==> config.mk <==
export PLATFORM = sky130hd
export DESIGN_NAME = serial_frame_receiver_session
export DESIGN_NICKNAME = d
export VERILOG_FILES = /design/src/design/sfr_pkg.sv /design/src/design/serial_frame_receiver_session.sv /design/src/design/sfr_front.sv /design/src/design/sfr_queue.sv /design/src/design/sfr_back.sv
export SDC_FILE = /design/constraint.sdc
export NUM_CORES = 1
export LEC_CHECK = 0
export ABC_CLOCK_PERIOD_IN_PS = 29300
export CAP_MARGIN = 20
export CORE_ASPECT_RATIO = 1.25
export CORE_MARGIN = 5
export CORE_UTILIZATION = 45
export DETAILED_ROUTE_END_ITERATION = 10
export DONT_BUFFER_PORTS = 1
export PLACE_DENSITY = 0.7
export SLEW_MARGIN = 0
export SYNTH_ARGS = -nofsm -noshare
export SYNTH_HDL_FRONTEND = slang
export SYNTH_SLANG_ARGS = --single-unit
==> constraint.sdc <==
create_clock -name clk -period 29.3 [get_ports clk]
set_input_delay 8.79 -clock clk [delete_from_list [all_inputs] [get_ports clk]]
set_output_delay 8.79 -clock clk [all_outputs]
set_load 0.01 [all_outputs]
==> src/design/sfr_pkg.sv <==
// Shared types, register indexes and constants for the serial frame receiver.
`default_nettype none
package sfr_pkg;

  localparam logic [7:0]  START_MARK   = 8'h3C;
  localparam logic [7:0]  HS_OPEN_CODE = 8'd1;
  localparam logic [7:0]  HS_ALT_CODE  = 8'd22;
  localparam logic [15:0] HS_OPEN_MIN  = 16'd8;
  localparam logic [15:0] HS_ALT_MIN   = 16'd2;

  localparam logic [15:0] TIMEOUT_RST  = 16'd2000;
  localparam logic [23:0] LEASE_RST    = 24'd300000;
  localparam logic [15:0] MAX_LEN_RST  = 16'd172;

  localparam int CFG_IDX_W  = 3;
  localparam int CFG_DATA_W = 24;
  localparam int IN_DATA_W  = 16;
  localparam int OUT_DATA_W = 48;

  typedef enum logic [CFG_IDX_W-1:0] {
    REG_ENABLED     = 3'd0,
    REG_LINK_PROBE  = 3'd1,
    REG_TIMEOUT     = 3'd2,
    REG_LEASE       = 3'd3,
    REG_MAX_LEN     = 3'd4
  } reg_idx_t;

  typedef enum logic [1:0] {
    PH_IDLE = 2'd0,
    PH_HDR  = 2'd1,
    PH_LEN1 = 2'd2,
    PH_DATA = 2'd3
  } phase_t;

  // Classified input item, as queued between front and back.
  typedef struct packed {
    logic       is_tick;
    logic       link;
    logic [7:0] data;
    logic       is_start;
    logic       is_hs_open;
    logic       is_hs_alt;
  } item_t;

  function automatic logic [31:0] gen_advance(input logic [31:0] g);
    logic [31:0] n;
    n = g + 32'd1;
    return (n == 32'd0) ? 32'd1 : n;
  endfunction

endpackage
`default_nettype wire

==> src/design/serial_frame_receiver_session.sv <==
// An accepted transaction is queued, then its result is registered and driven on out_*.
// Throughput: one item per cycle; one queued item retires each cycle the result register
// is free or being taken with cfg_valid low, and a two-entry queue decouples the input.
// Reset (rst_n low, synchronous): parser idle, no session, generation and tick count
// zero, registers at their defaults, queue and result register empty.
`default_nettype none
module serial_frame_receiver_session
  import sfr_pkg::*;
(
  input  wire logic                  clk,
  input  wire logic                  rst_n,
  input  wire logic                  in_tvalid,
  output logic                       in_tready,
  input  wire logic [IN_DATA_W-1:0]  in_tdata,   // [7:0] rx_byte, [8] link_up, rest zero
  input  wire logic                  in_tuser,   // [0] req_type
  output logic                       out_tvalid,
  input  wire logic                  out_tready,
  output logic [OUT_DATA_W-1:0]      out_tdata,  // [7:0] payload_byte, [8] frame_aborted,
                                                 // [9] flush_tx_queue, [10] session_active,
                                                 // [42:11] session_generation, rest zero
  output logic                       out_tlast,  // last_byte
  input  wire logic                  cfg_valid,
  output logic                       cfg_ready,
  input  wire logic [CFG_IDX_W-1:0]  cfg_index,
  input  wire logic [CFG_DATA_W-1:0] cfg_data
);

  logic  q_full;
  logic  q_push;
  logic  q_pop;
  logic  q_not_empty;
  item_t q_item;
  item_t q_head;

  sfr_front u_front (
    .in_tvalid (in_tvalid),
    .in_tready (in_tready),
    .in_tdata  (in_tdata),
    .in_tuser  (in_tuser),
    .q_full    (q_full),
    .q_push    (q_push),
    .q_item    (q_item)
  );

  sfr_queue u_queue (
    .clk       (clk),
    .rst_n     (rst_n),
    .push      (q_push),
    .push_item (q_item),
    .pop       (q_pop),
    .full      (q_full),
    .not_empty (q_not_empty),
    .head      (q_head)
  );

  sfr_back u_back (
    .clk         (clk),
    .rst_n       (rst_n),
    .cfg_valid   (cfg_valid),
    .cfg_ready   (cfg_ready),
    .cfg_index   (cfg_index),
    .cfg_data    (cfg_data),
    .q_not_empty (q_not_empty),
    .q_head      (q_head),
    .q_pop       (q_pop),
    .out_tvalid  (out_tvalid),
    .out_tready  (out_tready),
    .out_tdata   (out_tdata),
    .out_tlast   (out_tlast)
  );

endmodule
`default_nettype wire

==> src/design/sfr_front.sv <==
// Front end: takes input transactions and classifies them into queue items.
`default_nettype none
module sfr_front
  import sfr_pkg::*;
(
  input  wire logic                 in_tvalid,
  output logic                      in_tready,
  input  wire logic [IN_DATA_W-1:0] in_tdata,   // [7:0] rx_byte, [8] link_up, rest zero
  input  wire logic                 in_tuser,   // [0] req_type
  input  wire logic                 q_full,
  output logic                      q_push,
  output item_t                     q_item
);

  logic [7:0] rx;

  assign rx        = in_tdata[7:0];
  assign in_tready = ~q_full;
  assign q_push    = in_tvalid & ~q_full;

  always_comb begin
    q_item.is_tick    = in_tuser;
    q_item.link       = in_tdata[8];
    q_item.data       = rx;
    q_item.is_start   = (rx == START_MARK);
    q_item.is_hs_open = (rx == HS_OPEN_CODE);
    q_item.is_hs_alt  = (rx == HS_ALT_CODE);
  end

endmodule
`default_nettype wire

==> src/design/sfr_queue.sv <==
// Two-entry queue of classified items between front and back.
`default_nettype none
module sfr_queue
  import sfr_pkg::*;
(
  input  wire logic  clk,
  input  wire logic  rst_n,
  input  wire logic  push,
  input  wire item_t push_item,
  input  wire logic  pop,
  output logic       full,
  output logic       not_empty,
  output item_t      head
);

  item_t       mem_r [2];
  logic        wr_ptr_r, wr_ptr_nxt;
  logic        rd_ptr_r, rd_ptr_nxt;
  logic [1:0]  count_r, count_nxt;

  assign full      = (count_r == 2'd2);
  assign not_empty = (count_r != 2'd0);
  assign head      = mem_r[rd_ptr_r];

  always_comb begin
    wr_ptr_nxt = push ? ~wr_ptr_r : wr_ptr_r;
    rd_ptr_nxt = pop  ? ~rd_ptr_r : rd_ptr_r;
    count_nxt  = count_r + {1'b0, push} - {1'b0, pop};
  end

  always_ff @(posedge clk) begin
    if (push) begin
      mem_r[wr_ptr_r] <= push_item;
    end
  end

  always_ff @(posedge clk) begin
    if (!rst_n) begin
      wr_ptr_r <= 1'b0;
      rd_ptr_r <= 1'b0;
      count_r  <= 2'd0;
    end else begin
      wr_ptr_r <= wr_ptr_nxt;
      rd_ptr_r <= rd_ptr_nxt;
      count_r  <= count_nxt;
    end
  end

endmodule
`default_nettype wire

==> src/design/sfr_back.sv <==
// Back end: configuration, frame parser, session tracking and result register.
`default_nettype none
module sfr_back
  import sfr_pkg::*;
(
  input  wire logic                  clk,
  input  wire logic                  rst_n,
  input  wire logic                  cfg_valid,
  output logic                       cfg_ready,
  input  wire logic [CFG_IDX_W-1:0]  cfg_index,
  input  wire logic [CFG_DATA_W-1:0] cfg_data,
  input  wire logic                  q_not_empty,
  input  wire item_t                 q_head,
  output logic                       q_pop,
  output logic                       out_tvalid,
  input  wire logic                  out_tready,
  output logic [OUT_DATA_W-1:0]      out_tdata,
  output logic                       out_tlast
);

  // configuration
  logic        enabled_r, enabled_nxt;
  logic        probe_r, probe_nxt;
  logic [15:0] timeout_r, timeout_nxt;
  logic [23:0] lease_r, lease_nxt;
  logic [15:0] max_len_r, max_len_nxt;

  // parser and session state
  phase_t      phase_r, phase_nxt;
  logic [15:0] len_r, len_nxt;
  logic [15:0] rcvd_r, rcvd_nxt;
  logic        passing_r, passing_nxt;
  logic        hs_r, hs_nxt;
  logic [31:0] start_r, start_nxt;
  logic [31:0] tick_r, tick_nxt;
  logic        open_r, open_nxt;
  logic [31:0] last_act_r, last_act_nxt;
  logic [31:0] gen_r, gen_nxt;

  // result register
  logic                  ovalid_r, ovalid_nxt;
  logic [OUT_DATA_W-1:0] odata_r, odata_nxt;
  logic                  olast_r, olast_nxt;

  logic        cfg_wr;
  logic        link_drop;
  logic        timeout_hit;
  logic        first_byte;
  logic        hs_now;
  logic        passing_now;
  logic [15:0] rcvd_inc;
  logic        frame_end;
  logic        fresh_cur;
  logic        fresh_after;
  logic        emit_abort;
  logic        emit_byte;
  logic        flush;
  logic [31:0] tick_diff;
  logic [31:0] tick_inc;

  function automatic logic lease_fresh(input logic open, input logic probe,
                                       input logic link, input logic [23:0] lease,
                                       input logic [31:0] now, input logic [31:0] last);
    logic [31:0] d;
    d = now - last;
    if (!open) return 1'b0;
    if (probe) return link;
    if (lease == 24'd0) return 1'b1;
    return (d < {8'd0, lease});
  endfunction

  assign cfg_ready = 1'b1;
  assign cfg_wr    = cfg_valid;
  assign q_pop     = q_not_empty & (~ovalid_r | out_tready) & ~cfg_wr;

  assign tick_inc    = tick_r + {31'd0, q_head.is_tick};
  assign tick_diff   = tick_inc - start_r;
  assign link_drop   = probe_r & ~q_head.link;
  assign timeout_hit = (phase_r != PH_IDLE) && (tick_diff >= {16'd0, timeout_r});
  assign first_byte  = (rcvd_r == 16'd0);
  assign hs_now      = first_byte ?
                       ((q_head.is_hs_open && len_r >= HS_OPEN_MIN) ||
                        (q_head.is_hs_alt && len_r >= HS_ALT_MIN)) : hs_r;
  assign passing_now = first_byte ? ((len_r <= max_len_r) && (open_r || hs_now)) : passing_r;
  assign rcvd_inc    = rcvd_r + 16'd1;
  assign frame_end   = ~(rcvd_inc < len_r);
  assign fresh_cur   = lease_fresh(open_r, probe_r, q_head.link, lease_r, tick_inc,
                                   last_act_r);

  // next state
  always_comb begin
    enabled_nxt  = enabled_r;
    probe_nxt    = probe_r;
    timeout_nxt  = timeout_r;
    lease_nxt    = lease_r;
    max_len_nxt  = max_len_r;
    phase_nxt    = phase_r;
    len_nxt      = len_r;
    rcvd_nxt     = rcvd_r;
    passing_nxt  = passing_r;
    hs_nxt       = hs_r;
    start_nxt    = start_r;
    tick_nxt     = tick_r;
    open_nxt     = open_r;
    last_act_nxt = last_act_r;
    gen_nxt      = gen_r;
    if (cfg_wr) begin
      case (cfg_index)
        REG_ENABLED: begin
          enabled_nxt  = cfg_data[0];
          open_nxt     = 1'b0;
          last_act_nxt = 32'd0;
          phase_nxt    = PH_IDLE;
          len_nxt      = 16'd0;
          rcvd_nxt     = 16'd0;
          passing_nxt  = 1'b0;
          hs_nxt       = 1'b0;
          start_nxt    = 32'd0;
          if (open_r) gen_nxt = gen_advance(gen_r);
        end
        REG_LINK_PROBE: probe_nxt   = cfg_data[0];
        REG_TIMEOUT:    timeout_nxt = cfg_data[15:0];
        REG_LEASE:      lease_nxt   = cfg_data[23:0];
        REG_MAX_LEN:    max_len_nxt = cfg_data[15:0];
        default: ;
      endcase
    end else if (q_pop) begin
      tick_nxt = tick_inc;
      if (!enabled_r || link_drop) begin
        if (open_r || link_drop) begin
          open_nxt     = 1'b0;
          last_act_nxt = 32'd0;
          phase_nxt    = PH_IDLE;
          len_nxt      = 16'd0;
          rcvd_nxt     = 16'd0;
          passing_nxt  = 1'b0;
          hs_nxt       = 1'b0;
          start_nxt    = 32'd0;
          if (open_r) gen_nxt = gen_advance(gen_r);
        end
      end else if (q_head.is_tick) begin
        if (timeout_hit) begin
          phase_nxt   = PH_IDLE;
          len_nxt     = 16'd0;
          rcvd_nxt    = 16'd0;
          passing_nxt = 1'b0;
          hs_nxt      = 1'b0;
          start_nxt   = 32'd0;
        end
      end else begin
        case (phase_r)
          PH_IDLE: begin
            if (q_head.is_start) begin
              phase_nxt = PH_HDR;
              start_nxt = tick_inc;
            end
          end
          PH_HDR: begin
            len_nxt   = {8'd0, q_head.data};
            phase_nxt = PH_LEN1;
          end
          PH_LEN1: begin
            rcvd_nxt = 16'd0;
            if ({q_head.data, len_r[7:0]} != 16'd0) begin
              len_nxt   = {q_head.data, len_r[7:0]};
              phase_nxt = PH_DATA;
            end else begin
              phase_nxt   = PH_IDLE;
              len_nxt     = 16'd0;
              passing_nxt = 1'b0;
              hs_nxt      = 1'b0;
              start_nxt   = 32'd0;
            end
          end
          PH_DATA: begin
            if (!frame_end) begin
              rcvd_nxt    = rcvd_inc;
              passing_nxt = passing_now;
              hs_nxt      = hs_now;
            end else begin
              phase_nxt   = PH_IDLE;
              len_nxt     = 16'd0;
              rcvd_nxt    = 16'd0;
              passing_nxt = 1'b0;
              hs_nxt      = 1'b0;
              start_nxt   = 32'd0;
              if (passing_now) begin
                if (!open_r && hs_now) begin
                  open_nxt = 1'b1;
                  gen_nxt  = gen_advance(gen_r);
                end else if (hs_now && !probe_r && !fresh_cur) begin
                  gen_nxt = gen_advance(gen_r);
                end
                if (open_r || hs_now) last_act_nxt = tick_inc;
              end
            end
          end
          default: ;
        endcase
      end
    end
  end

  assign fresh_after = lease_fresh(open_nxt, probe_r, q_head.link, lease_r, tick_nxt,
                                   last_act_nxt);

  // result
  always_comb begin
    emit_abort = enabled_r & passing_r & (link_drop | (q_head.is_tick & timeout_hit));
    emit_byte  = enabled_r & ~link_drop & ~q_head.is_tick & (phase_r == PH_DATA) &
                 passing_now;
    flush      = emit_byte & frame_end & open_r & hs_now & ~probe_r & ~fresh_cur;
    ovalid_nxt = ovalid_r;
    odata_nxt  = odata_r;
    olast_nxt  = olast_r;
    if (q_pop) begin
      ovalid_nxt = emit_abort | emit_byte;
      odata_nxt  = {5'd0, gen_nxt, enabled_r & fresh_after, flush, emit_abort,
                    emit_byte ? q_head.data : 8'd0};
      olast_nxt  = emit_byte & frame_end;
    end else if (out_tready) begin
      ovalid_nxt = 1'b0;
    end
  end

  assign out_tvalid = ovalid_r;
  assign out_tdata  = odata_r;
  assign out_tlast  = olast_r;

  always_ff @(posedge clk) begin
    odata_r <= odata_nxt;
    olast_r <= olast_nxt;
  end

  always_ff @(posedge clk) begin
    if (!rst_n) begin
      enabled_r  <= 1'b0;
      probe_r    <= 1'b0;
      timeout_r  <= TIMEOUT_RST;
      lease_r    <= LEASE_RST;
      max_len_r  <= MAX_LEN_RST;
      phase_r    <= PH_IDLE;
      len_r      <= 16'd0;
      rcvd_r     <= 16'd0;
      passing_r  <= 1'b0;
      hs_r       <= 1'b0;
      start_r    <= 32'd0;
      tick_r     <= 32'd0;
      open_r     <= 1'b0;
      last_act_r <= 32'd0;
      gen_r      <= 32'd0;
      ovalid_r   <= 1'b0;
    end else begin
      enabled_r  <= enabled_nxt;
      probe_r    <= probe_nxt;
      timeout_r  <= timeout_nxt;
      lease_r    <= lease_nxt;
      max_len_r  <= max_len_nxt;
      phase_r    <= phase_nxt;
      len_r      <= len_nxt;
      rcvd_r     <= rcvd_nxt;
      passing_r  <= passing_nxt;
      hs_r       <= hs_nxt;
      start_r    <= start_nxt;
      tick_r     <= tick_nxt;
      open_r     <= open_nxt;
      last_act_r <= last_act_nxt;
      gen_r      <= gen_nxt;
      ovalid_r   <= ovalid_nxt;
    end
  end

endmodule
`default_nettype wire

Word level (Yosys, flattened, before mapping). Memory sizes are Yosys's and may differ from the RTL's. A register that Yosys moved wholly into a read port is not among the register bits. Index checks and enable logic that the tools add are counted.

Register bits after elaboration: 272. RAM bits: 26. Bits of input ports: 49. Output and inout bits: 52. Logic and storage cells: 243. Memories: 1.

Memories: u_queue.mem_r (depth 2, bits a word 13, rd ports 1, clocked after Yosys merged registers in 1, write ports 1, RTL line sfr_queue.sv:16) `item_t mem_r [2];`.

Add/sub/neg operators: 8. Order comparisons: 7. Equality and inequality tests: 17. Mux-type cells: 117. Bitwise logic cells: 31. Reduce and logical (&&, ||, !) cells: 39.

Operators with widths (count): $mux 32 (35); $mux 16 (14); $pmux 32 s3 (1); $sub 32x32->32 (3); $lt 32x24->1 (2); $mux 1 (52); $pmux 16 s3 (1); $add 32x1->32 (1); $add 32x1->32 const B (1); $ge 32x16->1 (1); $logic_not 32->1 (1); $pmux 16 s2 (1); $logic_not 24->1 (1); $mux 2 (10); $reduce_and 6->1 (3); $and 1x1->1 (17); $add 16x1->16 const B (1); $ge 16x2->1 const B (1); $ge 16x4->1 const B (1); $le 16x16->1 (1); $logic_not 16->1 (1); $lt 16x16->1 (1); $reduce_bool 16->1 (1); $reduce_bool 6->1 (2); 30 further kinds (66).

Depth between registers and ports, before layout.
Depth in word-level cells: 21. Gate-level depth with buffers: 44.

Hierarchy. From an unflattened synthesis, not the netlist that was laid out.

Cells, all modules: 2674. Area total of the unflattened synthesis: 21742.1 µm².

Modules (own cells, without submodules): sfr_back (instances 1, cells an instance 2593, area each 20393.3 µm²); sfr_queue (instances 1, cells an instance 61, area each 1203.7 µm²); sfr_front (instances 1, cells an instance 20, area each 145.1 µm²).

Least setup slack after synthesis. No wires, ideal clock.

Path kind: input -> register. Start point: input port out_tready. End point: register u_back.odata_r[10] (netlist: u_back.out_tdata[10]), data pin. Setup time: 0.165 ns. Data arrival time: 15.607 ns. Data required time: 29.135 ns. Path slack: 13.528 ns. Stages: 27. Buffers on the path: 2. Cells stage by stage: nand2b_1 nand3_2 inv_1 buf_1 buf_1 nand2_1 xnor2_1 ha_1 a31oi_1 a211o_1 or2_2 a22oi_1 a211oi_2 o31ai_2 a221oi_1 o21ai_0 xor2_1 ha_1 a21o_1 a21o_1 a21oi_1 nor2_1 nor4_1 o2111ai_1 a2111oi_2 or4b_1 o31ai_2.

Cells in the longest elaborated chain, start to end: 11.

Ends and longest elaborated chain: start: declaration (RTL line serial_frame_receiver_session.sv:17) `input wire logic out_tready,`; $or 1x1->1 (RTL line sfr_back.sv:74) `assign q_pop = q_not_empty & (~ovalid_r | out_tready) & ~cfg_wr;`; $and 1x1->1 (2 in a row) (RTL line sfr_back.sv:74); named net q_pop (RTL line serial_frame_receiver_session.sv:30) `logic q_pop;`; $mux 32 (RTL line sfr_back.sv:127) `end else if (q_pop) begin`; $mux 32 (RTL line sfr_back.sv:107) `if (cfg_wr) begin`; named net u_back.tick_nxt[3] (RTL line sfr_back.sv:35) `logic [31:0] tick_r, tick_nxt;`; $sub 32x32->32 (RTL line sfr_back.sv:65) `d = now - last;`; $lt 32x24->1 (RTL line sfr_back.sv:69) `return (d < {8'd0, lease});`; $mux 1 (RTL line sfr_back.sv:69); $mux 1 (RTL line sfr_back.sv:68) `if (lease == 24'd0) return 1'b1;`; $mux 1 (RTL line sfr_back.sv:67) `if (probe) return link;`; $and 1x1->1 (RTL line sfr_back.sv:218) `odata_nxt = {5'd0, gen_nxt, enabled_r & fresh_after, flush, emit_abort,`; end signal: assignment (RTL line sfr_back.sv:231) `odata_r <= odata_nxt;`; end: declaration (RTL line sfr_back.sv:42) `logic [OUT_DATA_W-1:0] odata_r, odata_nxt;`.

The timed path passes the listed nets, and every way through them passes these cells. A chain may end at the register's enable or synchronous reset.

Worst setup path after layout.
Start point: input port out_tready. End point: register u_back.odata_r[10] (netlist: u_back.out_tdata[10]), data pin.

Cells in the longest elaborated chain, start to end: 11.

Ends and longest elaborated chain: $or 1x1->1 (RTL line sfr_back.sv:74); $and 1x1->1 (2 in a row) (RTL line sfr_back.sv:74); $mux 32 (RTL line sfr_back.sv:127); $mux 32 (RTL line sfr_back.sv:107); named net u_back.last_act_nxt[0] (RTL line sfr_back.sv:37) `logic [31:0] last_act_r, last_act_nxt;`; $sub 32x32->32 (RTL line sfr_back.sv:65); $lt 32x24->1 (RTL line sfr_back.sv:69); $mux 1 (RTL line sfr_back.sv:69); $mux 1 (RTL line sfr_back.sv:68); $mux 1 (RTL line sfr_back.sv:67); $and 1x1->1 (RTL line sfr_back.sv:218).

The timed path passes the listed nets, and every way through them passes these cells.

==> results by group <==
Timing
  • Share of the cycle needed by the critical path after routing: 57.2%
  • Setup repair after global routing missed its margin: false
  • Maximum frequency from static timing analysis: about 60 MHz
  • Setup clock skew after layout: ~0.029 ns
  • Post-route setup TNS: 0 ns
  • Final count of negative-setup-slack endpoints: 0
  • Min Hold Slack: approximately 0.46 ns
  • Final setup slack of the worst path: 12.55 ns
  • Final-report hold violation count: 0
  • Count of pins over their slew limit: 0
  • Worst slew margin: between 20 and 30%
  • Slew @ Worst Pin: 1.10 ns
  • Final critical-path required period: approximately 17 ns

Routing
  • Violation count after the first detailed-routing iteration: approximately 1100
  • First-pass DRT Iterations: 6
  • Average detailed-routed wire length per instance: 18.0 µm
  • Post-detailed-routing wire length: 59.1 mm
  • Remaining design rule violation count: 0
  • Count of antenna-violating nets left after detailed routing: 0
  • Number of vias in the routed layout: between 15000 and 20000
  • Vias/cell: between 5 and 6

Clock tree
  • Cells resized by post-CTS repair: 0
  • Number of buffers created by CTS: 36
  • Hold-fix buffers at CTS: 0
  • Clock sink count: 299
  • Buffer type at the clock tree root: clkbuf_16
  • Buffer levels on the longest clock path: 3
  • Clock latency of the later-clocked register in the worst-skew pair: about 0.58 ns
  • Post-CTS Setup Repair Bufs: 0
  • TritonCTS clock tree: built
  • Clock-pin transition on the worst setup and hold timing paths: roughly 0.06 ns
  • Number of levels the H-tree was split into: 2

Floorplan
  • Rows: 90
  • Die outline height: about 260 µm
  • Die Footprint: between 50000 and 60000 µm²
  • Std-Cell Core Area: between 40000 and 50000 µm²
  • Initial standard-cell utilization of the core: between 40 and 50%
  • Width of the die: between 200 and 250 µm
  • Top-level I/O count: about 100

Logic synthesis
  • Most frequent cell after synthesis: nand2_1
  • Synth top cells by count: nand2_1, dfxtp_1, nor2_1, ha_1
  • Syn Inst Count: around 2700
  • Number of storage elements in the synthesis netlist: 299
  • Synth Cell Area: 21700 µm²
  • Dominant cells by area after synthesis: dfxtp_1, ha_1, edfxtp_1
  • Cell type contributing the most total cell area after synthesis: dfxtp_1
  • Post-synth top area share: around a fifth
  • Avg Inst Size Synth: ~8 µm²
  • Post-synth EDFFs: 70
  • Top_reg_cell synth: dfxtp_1
  • Count of different cell masters after synthesis: 100
  • Proportion of synthesized chip area in sequential cells: approximately 30%
  • Count of yosys warnings during synthesis: 0
  • Fraction of registers with async set/reset: 0%

Cells and area
  • Total Nets Final: about 2800
  • Area of the multi-input gates: between 10000 and 15000 µm²
  • Number of diodes added for antenna fixing: 0
  • Fraction of layout cells with a size suffix above 1: around 5.1%
  • Register area: between 6000 and 7000 µm²
  • Final core area utilization: just under 50%
  • Fill cells: about 4600
  • Area growth from synthesis to final layout: 8.10%

Setup path
  • Setup CP Type: primary input to flop
  • Maximum fanout encountered on the critical timing path: 31
  • Critical path's slowest cell: nor3_1
  • Worst path max stage delay: around 0.82 ns
  • Most repeated library cell on the critical path: a21oi_1
  • Arrival time reported for the critical path endpoint: between 15 and 20 ns
  • Count of buffer and inverter cells on the critical path: 3
  • Family with the most delay on the worst path: compound AO/OA/AOI/OAI gates
  • Setup crit start kind: primary input
  • Req. time, crit path: 29.69 ns
  • Critical path capture point type: flop

Global routing
  • Overall fraction of global-route tracks in use: a little over a fifth
  • Number of antenna violations at the first check in global routing: 0
  • Via count of the first global-routing pass: about 18000
  • Wire length of the first global-routing pass: between 90 and 100 mm
  • Pin count of the biggest net entering global routing: roughly 140
  • Total congestion overflow: 0

Power and ir drop
  • Peak supply drop: around 32 µV
  • Power density of the placed cells: 48.3 nW/µm²
  • Reported leakage power: 0.0100 µW

Flow run
  • Maximum capacitance violations: 0

Placement
  • Final RePlAce weighted congestion: 0.935
  • Post-DP HPWL: 44.6 mm
  • Port Buf Inserts: 0
  • Placement-stage worst setup slack: 12.00 ns

Status
  • Result of the run: complete, no violations

Hold path
  • Hold/Removal Path Class: flop to flop
tightest hold or removal path, delay by kind of cell, from the launching register on:
family | cells | cell delay [ns]
flops | 1 | 0.31
simple gates | 1 | 0.05
compound gates | 1 | 0.05
state kept, by name (all words and copies together), names as in the netlist, 2 cells and up, named ones only:
| register | flops |
|---|---|
| u_queue.count_r | 2 |
| u_back.max_len_r | 16 |
| u_back.rcvd_r | 16 |
| u_back.len_r | 16 |
| u_back.timeout_r | 16 |
| u_back.lease_r | 24 |
| u_back.last_act_r | 32 |
| u_back.gen_r | 32 |
| u_back.start_r | 32 |
| u_back.out_tdata | 43 |
| u_back.phase_r | 2 |
| u_back.tick_r | 32 |
| u_queue.mem_r | 26 |
report_power, final:
group	internal [µW]	switching, µW
combinational	55.5	108
clock	308	193
sequential	451	17.8
total	815	319
cell usage in the layout, fill, tap and decap left out, types with 8 or more instances in the layout:
cell and count:
nand4_1 40, o211ai_1 30, nor3_1 59, inv_1 180, a21oi_1 182, o21a_1 28, or2_2 12, and2_1 53
xnor2_1 90, clkbuf_16 37, nor4_1 24, a22oi_1 32, nand2_1 365, edfxtp_1 70, o21bai_1 11, nor2b_1 27
o21ai_0 98, a31oi_1 14, nor3b_1 16, xor2_1 67, a21boi_0 8, mux2i_1 79, ha_1 191, mux2_2 9
nor2_1 196, nand2b_1 35, nand3_1 78, buf_4 13, a21o_1 76, o2111ai_1 10, and3_1 48, dfxtp_1 229
a211oi_1 17, or3_1 17
routing by layer:
layer | wire, µm | GRT usage [%] | share of wire [%] | up-vias
met1 | 24900 | 27.2 | 42 | 8979
met2 | 28700 | 37.3 | 48 | 517
li1 | - | - | - | 9321
met4 | 2520 | 8.97 | 4.3 | 0
met5 | 0 | 0 | 0 | -
met3 | 3080 | 3.22 | 5.2 | 138
final cells by class:
type                    count  share of cell area (%)
repair buffers             15                   0.581
clock buffers              48                    4.33
well taps                 644                    3.43
inverters                 182                    2.92
flip-flops and latches    299                    28.5
multi-input cells        2072                    59.0
clock inverters            17                    1.28
metrics by stage:
stage / area (µm²) / cells / total power (µW)
floorplan: 21700 / 2668 / 591
global placement: 22100 / 3210 / 637
detailed placement: 22100 / 3210 / 640
CTS: 23400 / 3275 / 1140
global route: 23500 / 3277 / 1180
finish: 23500 / 3277 / 1130
final timing paths:
path | from | end | slack [ns] | cells after the start
hold reg to reg | u_back.max_len_r[1] | u_back.max_len_r[1] | 0.46 | 2
setup reg to reg | u_back.rcvd_r[2] | u_back.out_tdata[10] | 18.84 | 42
hold / removal | u_back.max_len_r[1] | u_back.max_len_r[1] | 0.46 | 2
setup / recovery | out_tready | u_back.out_tdata[10] | 12.55 | 32
logic make-up after synthesis:
kind of cell	count (synthesis)	share of synthesized area, %
AND/OR/NAND/NOR	1014	22.8
AO/OA/AOI/OAI	611	18.9
flip-flops	299	30.8
buffers and inverters	297	5.56
adder cells (fa/ha/maj)	195	11.3
XOR/XNOR	157	6.33
multiplexers	89	4.21
other	2	0.0346
(Power assumes the default switching activity.)
